--- config.mk ---
export PLATFORM = sky130hd
export DESIGN_NAME = lea128_round
export DESIGN_NICKNAME = d
export VERILOG_FILES = /design/src/hdl/lea128_pkg.sv /design/src/hdl/lea128_round.sv
export VERILOG_INCLUDE_DIRS = /design/src /design/src/hdl
export SDC_FILE = /design/constraint.sdc
export NUM_CORES = 1
export LEC_CHECK = 0
export ABC_CLOCK_PERIOD_IN_PS = 900
export BUFFER_PORTS_ARGS = -buffer_cell sky130_fd_sc_hd__buf_2
export CAP_MARGIN = 20
export CORE_MARGIN = 5
export CORE_UTILIZATION = 35
export DETAILED_ROUTE_END_ITERATION = 16
export PLACE_DENSITY = 0.69
export SYNTH_ARGS = -nofsm -noshare
export SYNTH_HDL_FRONTEND = slang
export SYNTH_SLANG_ARGS = --single-unit
export TNS_END_PERCENT = 50
--- constraint.sdc ---
create_clock -name clk -period 0.9 [get_ports clk]
set_clock_uncertainty 0.2 [all_clocks]
set_input_delay 0.18 -clock clk [delete_from_list [all_inputs] [get_ports clk]]
set_output_delay 0.18 -clock clk [all_outputs]
set_load 0.05 [all_outputs]
--- src/hdl/assert_macros.svh ---
// shared assertion macros, clocked on clk and quiet while arst_n is low
`ifndef ASSERT_MACROS_SVH
`define ASSERT_MACROS_SVH

// condition that must hold at every clock edge
`define CHECK_ALWAYS(lbl, cond, msg) \
	lbl: assert property (@(posedge clk) disable iff (!arst_n) (cond)) else $error(msg);

// condition that must hold in the cycle where the trigger is seen
`define CHECK_SAME(lbl, trig, cond, msg) \
	lbl: assert property (@(posedge clk) disable iff (!arst_n) (trig) |-> (cond)) else $error(msg);

// condition that must hold in the cycle after the trigger
`define CHECK_NEXT(lbl, trig, cond, msg) \
	lbl: assert property (@(posedge clk) disable iff (!arst_n) (trig) |=> (cond)) else $error(msg);

`endif

--- src/hdl/lea128_pkg.sv ---
package lea128_pkg;

	localparam int unsigned WORD_W   = 32;
	localparam int unsigned N_WORDS  = 4;
	localparam int unsigned N_ROUNDS = 24;
	localparam int unsigned KEY_W    = 64;

	typedef logic [WORD_W-1:0] word_t;
	typedef word_t [N_WORDS-1:0] quad_t;

	typedef enum logic [1:0] {
		REG_KEY_LOW  = 2'd0,
		REG_KEY_HIGH = 2'd1
	} cfg_reg_t;

	// key schedule delta constants
	localparam word_t DELTA [N_WORDS] = '{
		32'hc3efe9db, 32'h44626b02, 32'h79e27c8a, 32'h78df30ec
	};

	// rotate left by an amount that is constant at every use
	function automatic word_t lea_rotl(input word_t x, input int unsigned n);
		int unsigned m;
		m = n & (WORD_W - 1);
		return (x << m) | (x >> ((WORD_W - m) & (WORD_W - 1)));
	endfunction

	function automatic word_t lea_rotr(input word_t x, input int unsigned n);
		return lea_rotl(x, (WORD_W - (n & (WORD_W - 1))) & (WORD_W - 1));
	endfunction

	// round constant added to key word i in round r
	function automatic word_t lea_key_const(input int unsigned r, input int unsigned i);
		return lea_rotl(DELTA[r & (N_WORDS - 1)], (r + i) & (WORD_W - 1));
	endfunction

	// one step of the key schedule, t holds the previous round's words
	function automatic quad_t lea_key_step(input quad_t t, input quad_t rc);
		quad_t n;
		n[0] = lea_rotl(word_t'(t[0] + rc[0]), 1);
		n[1] = lea_rotl(word_t'(t[1] + rc[1]), 3);
		n[2] = lea_rotl(word_t'(t[2] + rc[2]), 6);
		n[3] = lea_rotl(word_t'(t[3] + rc[3]), 11);
		return n;
	endfunction

endpackage

--- src/hdl/lea128_round.sv ---
// one pipeline stage: an ARX round on the block and the next key schedule step
module lea128_round import lea128_pkg::*; (
	input  logic  clk,
	input  logic  arst_n,
	input  logic  en,
	input  logic  vld_in,
	input  quad_t x_in,
	input  quad_t t_in,
	input  quad_t rc,
	output logic  vld_out,
	output quad_t x_out,
	output quad_t t_out
);

	logic  vld_s1;
	quad_t x_s1;
	quad_t t_s1;
	quad_t x_nxt;
	quad_t t_nxt;

	// round keys are t0, t1, t2, t1, t3, t1
	always_comb begin
		x_nxt[0] = lea_rotl(word_t'((x_in[0] ^ t_in[0]) + (x_in[1] ^ t_in[1])), 9);
		x_nxt[1] = lea_rotr(word_t'((x_in[1] ^ t_in[2]) + (x_in[2] ^ t_in[1])), 5);
		x_nxt[2] = lea_rotr(word_t'((x_in[2] ^ t_in[3]) + (x_in[3] ^ t_in[1])), 3);
		x_nxt[3] = x_in[0];
		t_nxt    = lea_key_step(t_in, rc);
	end

	always_ff @(posedge clk or negedge arst_n) begin
		if (!arst_n) begin
			vld_s1 <= 1'b0;
		end else if (en) begin
			vld_s1 <= vld_in;
		end
	end

	always_ff @(posedge clk) begin
		if (en) begin
			x_s1 <= x_nxt;
			t_s1 <= t_nxt;
		end
	end

	assign vld_out = vld_s1;
	assign x_out   = x_s1;
	assign t_out   = t_s1;

`include "assert_macros.svh"

	// a held stage keeps its block
	`CHECK_NEXT(a_stage_hold, vld_s1 && !en, $stable(x_s1), "stalled stage lost its block")

endmodule

Word-level counts from Yosys, hierarchy flattened
Index checks and enable logic that the tools add are counted.
- register bits: 257
- input port bits: 388
- output and inout port bits: 257
- word-level logic and storage cells: 29
- add/subtract/negate cells: 7
- bitwise operators: 13
- operator list (cell ; count):
    $add A32 B32 Y32 ; 7
    $xor A32 B32 Y32 ; 6
    $or A32 B1 Y32 ; 1
    $or A32 B11 Y32 ; 1
    $or A32 B27 Y32 ; 1
    $or A32 B29 Y32 ; 1
    $or A32 B3 Y32 ; 1
    $or A32 B6 Y32 ; 1
    $or A32 B9 Y32 ; 1

Logic depth before layout (Yosys ltp)
Gate-level depths: netlist (run 1).
- word-level depth: 3
- mapped depth: 12
- depth with buffers taken out: 12

Worst setup path before layout (run 1)
Ideal clock, no wire load.
- kind: input-to-reg
- start: input port x_in[96] in the netlist's numbering
- end: register x_s1 (netlist bit x_out[91]) (data pin)
- arrival time: 2.765 ns
- required time: 0.441 ns
- path slack: -2.324 ns
- stages on the path: 12
- path buffers: 0
- cell sequence: xor2_1 > ha_1 > fa_1 > a21oi_1 > o21ai_0 > a2111oi_0 > or2_2 > o311ai_0 > nand3_1 > a21oi_1 > a311o_1 > xor2_1
- RTL lines (item ; RTL line ; text):
    from (decl) ; lea128_round.sv:7 ; input quad_t x_in,
    to (signal assigned) ; lea128_round.sv:40 ; x_s1 <= x_nxt;
    to (decl) ; lea128_round.sv:16 ; quad_t x_s1;

==> flow_metrics.py, run 1 <==
metrics = {
    "synth": {
        "yosys.area.top_type": "edfxtp_1",
        "synth.top_cell.area_share": 0.379,
        "avgSynthCellArea_um2": 10.4,
        "syn_nets": 2555,
        "netlist_area_um2": 20300,
        "synthTopCellsByArea": "edfxtp_1 38%, ha_1 13%, xor2_1 11%",
        "synth_compound_area_frac": 0.196,
        "ys_seq_elements": 257,
        "ys_types": 71,
        "yosysWarnings": 0,
        "synthAdderAreaFrac": 0.141,
        "syn_inst": 1943,
        "seq_area_frac_synth": 0.380,
        "synth_edf_count": 256,
        "synthMuxAreaShare": 0.00210,
        "synth_ff_type": "edfxtp_1",
        "synth-simple-area-share": 0.0979,
        "synth-xor-area-share": 0.170,
        "synth_top_family_by_area": "compound AO/OA/AOI/OAI gates",
        "synthArstFlopShare": 0.00389,
    },
    "worst_hold_path": {
        "hp-start": "x_in[0]",
        "min_to": "x_out[96]",
        "whs_path_depth": 1,
        "hp-class": "primary input to flip-flop",
    },
    "global_route": {
        "grt_max_degree": 31,
        "grt_usage": 0.274,
        "grt_pass1_vias": 23600,
        "grt_pass1_wl_mm": 135,
        "antenna_found_initial": 25,
        "grt_overflow": 0,
    },
    "power_and_ir_drop": {
        "switching_share": 0.404,
        "leakagePower_nw": 17.5,
        "p_int_w": 0.0432,
        "power_frac_seq": 0.246,
        "total_power_w": 0.0724,
        "combPwrFrac": 0.556,
        "p_sw_w": 0.0293,
        "powerDensity_nw_per_um2": 1880,
        "max-vdd-ir-drop_mv": 2.00,
        "p_clk_frac": 0.198,
    },
    "worst_setup_path": {
        "rrSetupSlack_ns": -0.06,
        "cp.arrival_ns": 2.66,
        "critical_path_class": "primary input to flip-flop",
        "crit_family": "compound AO/OA/AOI/OAI gates",
        "end_kind": "flip-flop",
        "cp-start-kind": "primary input",
        "worst-path-max-fanout": 4,
        "critPathMaxStageDelay_ns": 0.35,
        "path_cells": "buf_12 > xor2_4 > ha_4 > fa_2 > a21o_1 > a221oi_4 > o2bb2ai_4 > a21oi_4 > o311ai_4 > buf_4 > nand2_4 > nor2_4 > a2111oi_4 > xnor2_1",
        "r2r_end": "vld_out",
        "cp_data_required_time_ns": 1.00,
        "r2r_cells": 1,
        "cpMaxStageDelayCell": "a221oi_4",
        "crit_buf_inv": 2,
        "reg2reg_from": "vld_out",
    },
    "sta": {
        "period_share": 2.84,
        "worst_hold_slack_ns": -0.339,
        "finalSetupViolations": 474,
        "hold_violations": 44,
        "worstMarginPinSlew_ns": 0.566,
        "relSlewSlack": 0.613,
        "finalWorstSetupSlack_ns": -1.66,
        "fmax_mhz": 391,
        "min_period_ns": 2.56,
        "rsz0062_at_grt": "yes",
        "finalMaxSlewViolations": 0,
    },
    "route": {
        "drtPass1Iterations": 6,
        "drt-initial-drc-count": 1080,
        "vias": 22200,
        "wl_per_cell_um": 21.7,
        "wirelength_mm": 93.1,
        "vias_per_cell": 5.18,
        "ant_nets": 0,
        "drc_errors": 0,
    },
    "clocking": {
        "root_buffer": "clkbuf_16",
        "cts_buffers": 36,
        "cts.sinks": 257,
        "cts_max_path_buffers": 3,
        "clkTransAtPathRegs_ns": 0.06,
        "hold_buffers": 34,
        "clock_latency_ns": 0.55,
        "tritoncts": "built",
        "htreeDepth": 2,
    },
    "die": {
        "die_y_um": 251,
        "dieWidth_um": 251,
        "row_count": 88,
        "start_util": 0.352,
        "dieArea_um2": 62800,
        "ios": 645,
        "coreArea_um2": 57600,
    },
    "placement": {
        "hpwlAfterDp_mm": 75.0,
        "routabilityCongestion": 1.00,
        "io_buffers": 644,
    },
    "run": {
        "drv_cap": 0,
    },
    "final_layout": {
        "final_cell_mix": "757 x buf_4, 487 x buf_2, 256 x edfxtp_1",
        "nNetsFinal": 4092,
        "mostFrequentLayoutCell": "buf_4",
        "utilization": 0.668,
        "area_growth_pct": 89.7,
        "layout-drive-gt1-share": 0.577,
    },
    "status": {
        "violations": "hold timing, setup timing",
        "status": "finished with violations",
    },
}
==> cells by family (layout without fill, tap and decap cells) <==
group                    after synthesis  count (layout)
buffers and inverters                 65            1627
adder cells (fa/ha/maj)              224             224
AO/OA/AOI/OAI                        598             598
AND/OR/NAND/NOR                      401             401
other                                  0              16
flip-flops                           257             257
XOR/XNOR                             394             394
multiplexers                           4               4
==> Yosys cell counts (all sizes together), types with 15 or more instances <==
cell	number
xor2	259
edfxtp	256
ha	217
a21oi	191
a21o	144
xnor2	135
nand2	96
o21ai	92
nor2	91
nand3	40
inv	39
nor3	31
clkbuf	26
and3	24
nand4	24
nand2b	23
nor2b	23
a31oi	22
o21bai	22
o21a	19
a211oi	15
==> sequential cells by signal (all words and copies together) (netlist names) <==
register  cells
x_out       128
vld_out       1
t_out       128
==> worst max-delay path by stage <==
stage	startpoint	slack, ns	cells past startpoint	to
global route	t_in[36]	-1.73	13	x_out[2]
global placement	t_in[33]	-2.41	13	t_out[63]
detailed placement	t_in[65]	-2.44	13	t_out[69]
finish	t_in[32]	-1.66	14	x_out[7]
floorplan	x_in[96]	-1.89	12	x_out[91]
CTS	t_in[32]	-1.70	13	x_out[91]
==> metrics by stage <==
stage	worst slack, ns	setup TNS (ns)	instances	instance area, um2
after floorplan	-1.89	-276.20	1943	21500
after CTS	-1.70	-390.64	4232	36800
after global placement	-2.41	-446.10	4077	32900
after global routing	-1.73	-414.48	4283	38400
after detailed placement	-2.44	-453.11	4077	32900
final	-1.66	-395.19	4286	38400
==> power groups by stage <==
stage                     combinational, W  sequential (W)  clock (W)
after global placement              0.0345          0.0180          0
after detailed placement            0.0351          0.0180          0
after CTS                           0.0380          0.0178     0.0147
after floorplan                     0.0113          0.0254          0
after global routing                0.0422          0.0180     0.0152
final                               0.0403          0.0178     0.0144
==> metal layers <==
metal | up-vias | wire [um] | track usage
met5 | - | 125 | 0
met4 | 20 | 3760 | 0.0947
met3 | 213 | 6000 | 0.0599
met2 | 803 | 47700 | 0.500
met1 | 10800 | 35500 | 0.317
li1 | 10400 | - | -
==> layout make-up <==
cell class,instances,area (um2)
Antenna cell,16,40.0
Clock buffer,44,952
Clock inverter,19,200
Fill cell,4128,19100
Inverter,39,146
Multi-Input combinational cell,1621,16100
Sequential cell,257,7710
Tap cell,765,957
Timing Repair Buffer,1525,12400
==> repair_timing <==
item / 4_1_cts / 5_1_grt
setup buffers: 73 / 63
resized for setup: 364 / 264
setup endpoints to repair: 473 / 471
pin swaps: 232 / 196
endpoints found under the hold margin: 170 / 74
Note: power is estimated with default switching activity, not from simulation.
==> inputs of run 2 (changes only) <==
Settings changed: SETUP_SLACK_MARGIN set to 0.15.
==> run 2 against run 1 <==
The flow still finishes with violations (hold timing, setup timing). Cell count grew 0.28%. Wire length fell by 0.36%. Worst hold slack got worse by 0.012 ns. Maximum frequency is 0.79% lower. Non-clock buffer count increased by 9. First-iteration DRC count shrank 7.0%. Critical path depth stayed put. Count of clock-buffer cells in the layout did not move. Final area down 0.90%. Die area did not move. Largest cell class unchanged.
==> flow_metrics.py, run 2 (synthesized netlist as in run 1, its figures left out) <==
metrics = {
    "status": {
        "status": "finished with violations",
        "violations": "hold timing, setup timing",
    },
    "clocking": {
        "clkTransAtPathRegs_ns": 0.05,
        "root_buffer": "clkbuf_16",
        "cts.sinks": 257,
        "clock_latency_ns": 0.56,
        "tritoncts": "built",
        "cts_max_path_buffers": 3,
        "htreeDepth": 2,
        "cts_buffers": 36,
    },
    "global_route": {
        "grt_max_degree": 31,
        "grt_usage": 0.272,
        "grt_pass1_vias": 23500,
        "grt_pass1_wl_mm": 134,
        "grt_overflow": 0,
        "antenna_found_initial": 27,
    },
    "die": {
        "die_y_um": 251,
        "dieWidth_um": 251,
        "dieArea_um2": 62800,
        "coreArea_um2": 57600,
        "row_count": 88,
        "start_util": 0.352,
        "ios": 645,
    },
    "sta": {
        "finalSetupViolations": 472,
        "worst_hold_slack_ns": -0.351,
        "hold_violations": 46,
        "finalWorstSetupSlack_ns": -1.68,
        "rsz0062_at_grt": "yes",
        "worstMarginPinSlew_ns": 0.595,
        "finalMaxSlewViolations": 0,
        "fmax_mhz": 388,
        "period_share": 2.87,
        "fin_tns_setup_ns": -396.90,
        "relSlewSlack": 0.593,
        "min_period_ns": 2.58,
    },
    "worst_setup_path": {
        "end_kind": "flip-flop",
        "r2r_cells": 1,
        "reg2reg_from": "vld_out",
        "cp_data_required_time_ns": 0.99,
        "critical_path_class": "primary input to flip-flop",
        "rrSetupSlack_ns": -0.06,
        "cp-start-kind": "primary input",
        "r2r_end": "vld_out",
        "worst-path-max-fanout": 2,
        "cp.arrival_ns": 2.67,
    },
    "placement": {
        "routabilityCongestion": 1.00,
        "io_buffers": 644,
        "hpwlAfterDp_mm": 75.0,
        "pre_cts_slack_ns": -2.44,
    },
    "final_layout": {
        "nNetsFinal": 4101,
        "area_growth_pct": 88.0,
        "multiInputGateArea_um2": 15700,
        "nFillCells": 4196,
        "final_cell_mix": "764 x buf_4, 496 x buf_2, 256 x edfxtp_1",
        "mostFrequentLayoutCell": "buf_4",
        "layout-drive-gt1-share": 0.572,
        "register_area_um2": 7710,
    },
    "power_and_ir_drop": {
        "leakagePower_nw": 17.4,
        "powerDensity_nw_per_um2": 1890,
        "total_power_w": 0.0721,
        "max-vdd-ir-drop_mv": 2.01,
    },
    "worst_hold_path": {
        "hp-class": "primary input to flip-flop",
        "min_to": "vld_out",
        "hp-start": "vld_in",
        "whs_path_depth": 2,
    },
    "route": {
        "drc_errors": 0,
        "vias": 22200,
        "vias_per_cell": 5.17,
        "wl_per_cell_um": 21.6,
        "drtPass1Iterations": 5,
        "ant_nets": 0,
        "wirelength_mm": 92.7,
        "drt-initial-drc-count": 1004,
    },
    "run": {
        "drv_cap": 0,
    },
}
==> run 2: cell types whose count changed in the layout (fill, tap and decap cells not counted), moves of 4 or more <==
cell,change
buf_2,+9
xor2_1,+8
buf_4,+7
xor2_4,-7
o21ai_4,-5
xnor2_1,+5
xnor2_2,-5
buf_8,-4
dlygate4sd3_1,-4
nand2_1,+4
nand2_4,-4
==> run 2: cell type report <==
type                            instances  area share
Antenna cell                           19     0.00125
Clock buffer                           44      0.0250
Clock inverter                         19     0.00525
Inverter                               39     0.00384
Multi-Input combinational cell       1621       0.413
Sequential cell                       257       0.202
Tap cell                              765      0.0251
Timing Repair Buffer                 1534       0.324
==> run 2: stage by stage <==
step | std cells | hold slack [ns] | util | cell area (um2)
after floorplan | 1943 | -0.316 | - | 21500
after global placement | 4077 | -0.245 | 0.571 | 32900
after detailed placement | 4077 | -0.244 | 0.571 | 32900
after CTS | 4236 | -0.399 | 0.636 | 36600
after global routing | 4295 | -0.373 | 0.662 | 38100
final | 4298 | -0.351 | 0.662 | 38100
==> run 2: power by group <==
part           internal [W]  switching (W)
registers            0.0165        0.00132
logic                0.0180         0.0220
clock network       0.00865        0.00570
==> run 2: how the worst max path moves through the flow <==
stage | depth (start not counted) | to | slack (ns) | start
6_report | 14 | x_out[91] | -1.68 | x_in[96]
4_1_cts | 14 | x_out[91] | -1.77 | t_in[32]
3_5_place_dp | 13 | t_out[69] | -2.44 | t_in[65]
3_3_place_gp | 13 | t_out[63] | -2.41 | t_in[33]
2_1_floorplan | 12 | x_out[91] | -1.89 | x_in[96]
5_1_grt | 13 | x_out[5] | -1.76 | t_in[32]
==> run 2: repair_timing <==
item                                    CTS  global route
gates resized for setup                 337           209
pin swaps                               203           174
hold buffers                             28             2
setup buffers                            68            41
gates cloned                              0             0
hold endpoints to repair                169            78
endpoints found under the setup margin  476           479
==> run 2: layer usage <==
layer	vias to the layer above	wire length, um	part of all wire	GRT usage
li1	10400	-	-	-
met1	10800	35700	0.38	0.314
met2	793	47200	0.51	0.494
met3	223	5890	0.063	0.0597
met4	18	3830	0.041	0.0982
met5	-	122	0.0013	0
==> run 2: worst max-delay path, stage by stage <==
cell and delay [ns]:
buf_6 0.10, xor2_2 0.17, ha_2 0.19, fa_2 0.39, a21oi_4 0.18, o21ai_4 0.08
a2111oi_4 0.32, or2_4 0.21, o311ai_4 0.08, buf_6 0.15, nand3_2 0.05, a21oi_2 0.06
a311o_1 0.34, xor2_1 0.15
